### config.mk
export PLATFORM = sky130hd
export DESIGN_NAME = efa_ctrl
export DESIGN_NICKNAME = d
export VERILOG_FILES = /design/src/efa_pkg.sv /design/src/efa_ctrl.sv
export SDC_FILE = /design/constraint.sdc
export NUM_CORES = 1
export LEC_CHECK = 0
export ABC_AREA = 1
export BUFFER_PORTS_ARGS = -buffer_cell sky130_fd_sc_hd__buf_2
export CAP_MARGIN = 10
export CORE_AREA = 2 2 39 41
export DETAILED_ROUTE_END_ITERATION = 7
export DIE_AREA = 0 0 41 43
export SYNTH_ARGS = -nofsm -noshare
export SYNTH_HDL_FRONTEND = slang
export SYNTH_SLANG_ARGS = --single-unit
### constraint.sdc
create_clock -name clk -period 1.3 [get_ports clk]
set_input_delay 0.065 -clock clk [delete_from_list [all_inputs] [get_ports clk]]
set_output_delay 0.065 -clock clk [all_outputs]
set_load 0.005 [all_outputs]
### src/efa_pkg.sv
`default_nettype none
package efa_pkg;

  localparam int MAX_X      = 256;
  localparam int MAX_Y      = 256;
  localparam int COUNT_BITS = 16;

  localparam int CELLS     = MAX_X * MAX_Y;
  localparam int ADDR_W    = $clog2(CELLS);
  localparam int WORD_W    = 16;
  localparam int COORD_W   = 15;
  localparam int EXT_W     = 9;
  localparam int CMD_W     = 2;
  localparam int CFG_IDX_W = 1;
  localparam int PROD_W    = COORD_W + EXT_W;
  localparam int SUM_W     = PROD_W + 1;

  localparam logic [WORD_W-1:0] COORD_MASK = 16'h7FFF;
  localparam logic [EXT_W-1:0]  EXT_RESET  = 9'd256;

  typedef enum logic [CMD_W-1:0] {
    CMD_EVENT = 2'd0,
    CMD_SWAP  = 2'd1,
    CMD_READ  = 2'd2,
    CMD_NONE  = 2'd3
  } cmd_t;

  typedef enum logic [CFG_IDX_W-1:0] {
    CFG_X_EXTENT = 1'b0,
    CFG_Y_EXTENT = 1'b1
  } cfg_idx_t;

  typedef enum logic [1:0] {
    ST_CLEAR,
    ST_IDLE,
    ST_LOOK,
    ST_DONE
  } state_t;

  typedef struct packed {
    logic load;
    logic lookup;
    logic commit;
    logic clr;
  } ctrl_cmd_t;

  typedef struct packed {
    logic clear_last;
    logic out_free;
  } dp_status_t;

endpackage
`default_nettype wire

### src/efa_ctrl.sv
`default_nettype none
module efa_ctrl (
  input  wire logic                clk,
  input  wire logic                rst_n,
  input  wire logic                in_valid,
  output logic                     in_ready,
  input  wire efa_pkg::dp_status_t status,
  output efa_pkg::ctrl_cmd_t       cmd
);
  import efa_pkg::*;

  state_t state_r;
  state_t state_nxt;

  always_ff @(posedge clk) begin
    if (!rst_n) begin
      state_r <= ST_CLEAR;
    end else begin
      state_r <= state_nxt;
    end
  end

  always_comb begin
    state_nxt = state_r;
    unique case (state_r)
      ST_CLEAR: begin
        if (status.clear_last) state_nxt = ST_IDLE;
      end
      ST_IDLE: begin
        if (in_valid) state_nxt = ST_LOOK;
      end
      ST_LOOK: begin
        state_nxt = ST_DONE;
      end
      ST_DONE: begin
        if (status.out_free) state_nxt = ST_IDLE;
      end
      default: state_nxt = ST_CLEAR;
    endcase
  end

  always_comb begin
    in_ready   = 1'b0;
    cmd        = '0;
    unique case (state_r)
      ST_CLEAR: begin
        cmd.clr = 1'b1;
      end
      ST_IDLE: begin
        in_ready = 1'b1;
        cmd.load = in_valid;
      end
      ST_LOOK: begin
        cmd.lookup = 1'b1;
      end
      ST_DONE: begin
        cmd.commit = status.out_free;
      end
      default: begin
        cmd = '0;
      end
    endcase
  end

endmodule
`default_nettype wire

# Word-level counts from Yosys, hierarchy flattened
# Index checks and enable logic that the tools add are counted.
[totals]
reg_bits = 2
wordCells = 18
[classes]
eq_ne = 6
n_mux = 9
reduce_logical = 2
[op_table]
columns = ["cell", "count"]
rows = [
  ["2-bit one-hot mux with 4 select lines", 1],
  ["2-bit two-way mux", 3],
  ["2-bit inequality test (second input constant)", 3],
  ["1-bit two-way mux", 5],
  ["2-bit == test (second input constant)", 2],
  ["3-bit AND reduction", 1],
  ["2-bit by 1-bit == test with 1-bit output (second input constant)", 1],
  ["2-bit zero test", 1],
]

# Depth between registers and ports, before layout
[depth]
depth_word = 3
ltp_mapped = 7
ltp_nobuf = 7

# Least setup slack after synthesis
# OpenSTA, ideal clock, no wires.
[synth_timing]
path_kind = "reg2reg"
start = "reg state_r[0]"
end = "reg state_r[0]"
arrival_ns = 0.929
required_time_ns = 1.187
path_slack_ns = 0.258
path_stages_with_launch = 7
path_buffers = 0
path_cell_list = "dfxtp_1 -> inv_1 -> ha_1 -> nand2_1 -> nand3_2 -> nor2_1 -> nor2_1"
[synth_between]
elab_chain_len = 3
word_cells_on_any_way = 9
classes_between = "eq/ne: 6; mux: 1; reduce/logical: 2"
[synth_lines]
columns = ["element", "line", "source"]
rows = [
  ["start, declared", "efa_ctrl.sv:12", "state_t state_r;"],
  ["start signal, assigned", "efa_ctrl.sv:19", "state_r <= state_nxt;"],
  ["2-bit == test, or another cell as far along", "efa_ctrl.sv:25", "unique case (state_r)"],
  ["2-bit inequality test (no source line)", "--", ""],
  ["3-bit AND reduction (no source line)", "--", ""],
]
# Several ways; a longest one is shown, not always the timed one.
# A chain may end at the register's enable or synchronous reset.

==> metrics.txt <==
Critical Path RT roughly 1200 ps; Num CTS Buffers 3; Crit path largest cell delay 340 ps; Synth area leaders ha_1 (33%), dfxtp_1 (21%), nand2_1 (18%); Hold Path Class input port to register; busiest grt layer met4; crit path DAT ~1100 ps; vias in the first global route 154; syn nets 39; Fmax slightly below 900 MHz; Worst Setup End Kind output port; first-pass iteration count of the detailed router 2; Synth Instances 29; largest net degree at the start of global routing 5; Post-Syn Area 191 sq um; Post-synth top cells nand2_1 (9), inv_1 (8), ha_1 (5); Most used DFF post-synth dfxtp_1; Clock Skew 2.28 ps; overall fraction of global-route tracks in use 6.41%; post-layout min period 1130 ps; setup repair bufs after CTS 0; Top Ports 10; initial antenna violation count 0; number of max-cap violations 0; Starting Density 13.8%; critical path peak fanout 4; most frequent cell after synthesis nand2_1; clock sinks 2; Power Density 1920 mW/mm^2; Worst-Skew Late Latency between 200 and 250 ps; clock root buffer clkbuf_4; Reg with most FFs state_r; met1 Usage GRT a little over 4%; Cell variety after synth 6; core region area 0.00138 sq mm; number of remaining DRC errors 0; M3 GR Usage 7.85%; synth warn 0; ant diodes 0; DR vias/cell 3.39; Cell Chain, Critical Path inv_1 > ha_1 > nand2_1 > inv_1 > buf_2; CTS Hold Bufs 0; largest buffer count on any clock path 2; Clk pin slew, worst setup/hold paths 30 ps; DP Worst Slack between 150 and 200 ps; number of synthesized flops with an enable pin 0; WL/cell ~6.3 microns; post-cts sizing count 0; Final setup violation count 0; layout cell share with drive strength beyond 1 between 30% and 40%; Total Wirelength 360 microns; Leak 0.187 nW; TritonCTS clock tree done; asr flop ratio synth 0%; startpoint types register; Buf/Inv on CP 3; slew margin rel. 90.6%; fill count between 150 and 200; Setup CP Type register to output port; final cycle utilization of the critical path between 80 and 90%; Fin. Hold Viols 0; maximum VDD drop between 0.3 and 0.4 mV; Slew @ Worst Pin between 100 and 150 ps; # H-tree levels 1; Port Buffer Count 9; final max-slew violation count 0; Final WS setup 168 ps; Seq/Total Area, Yosys 20.9%; Final nets 53; Avg Cell Area, Syn ~6.6 sq um; status finished clean; first-pass GRT wire length 593 microns; final setup TNS 0 ps; most used cell, CP inv_1; routability cong. 0.630; register bit total from synthesis 2; met2 usage under 10%; area leader, netlist ha_1; DRT antenna net count 0; Iteration-0 DRC Markers 3; row count 14; Die Width about 41 microns; total gr overflow 0; Detailed Place HPWL 285 microns; Slowest cell on crit path dfxtp_1; routed via count 193; RSZ-0062 raised after global routing false; largest registers state_r x2; number of flip-flops under the largest register name 2; Die Area 0.00176 sq mm; DIE HEIGHT around 43 microns; area grow syn2layout 45.8%; post-synth top area share around 33%; delay-heaviest family, CP flip-flops
power breakdown:
group / internal [mW] / switching (mW) / total (mW)
clock: 0.102 / 0.0412 / 0.143
combinational: 0.123 / 0.151 / 0.274
sequential: 0.0918 / 0.0253 / 0.117
total: 0.317 / 0.217 / 0.534
final timing paths:
path / start / to / slack, ps / cells after the start
max reg2reg: state_r[0] / state_r[0] / 200 / 6
max: state_r[1] / cmd[3] / 170 / 5
min reg2reg: state_r[1] / state_r[1] / 610 / 4
min: rst_n / state_r[1] / 70 / 3
per-layer routing:
metal	share of wire, %	vias to the layer above	routed length [microns]
met5	0	-	0
met4	3.3	0	12
met3	15	2	55
met2	41	11	146
met1	40	74	145
li1	-	106	-
cell families after synthesis:
logic type / count (synthesis) / synth area share, %
AND/OR/NAND/NOR: 14 / 30.7
buffers and inverters: 8 / 15.7
adder cells (fa/ha/maj): 5 / 32.7
flip-flops: 2 / 20.9
layout by cell type, fill, tap and decap left out:
cell type  netlist  layout
buf_2            0       9
clkbuf_4         0       3
dfxtp_1          2       2
ha_1             5       5
inv_1            8       8
nand2_1          9       9
nand3_2          1       1
nor2_1           4       4
stage by stage:
stage | total power [mW] | area (sq um) | std cells | utilization (%) | hold WS (ps)
5_1_grt | 0.618 | 279 | 57 | 20.2 | 85.7
6_report | 0.534 | 279 | 57 | 20.2 | 71.6
3_3_place_gp | 0.397 | 256 | 54 | 18.5 | 307
2_1_floorplan | 0.311 | 191 | 29 | - | 185
3_5_place_dp | 0.397 | 256 | 54 | 18.5 | 315
4_1_cts | 0.552 | 279 | 57 | 20.2 | 66.5
cell type report:
| class | count | area, sq um | area share [%] |
|---|---|---|---|
| clock buffer | 3 | 22.5 | 8.07 |
| sequential | 2 | 40.0 | 14.3 |
| inverter | 8 | 30.0 | 10.8 |
| multi-input combinational | 19 | 121 | 43.5 |
| timing repair buffer | 9 | 45.0 | 16.1 |
| tap | 16 | 20.0 | 7.17 |
tightest hold or removal path, delay by kind of cell:
kind | cells | cell delay (ps)
and+or+nand+nor | 2 | 90
buffers and inverters | 1 | 110
Note: power is estimated with default switching activity, not from simulation.
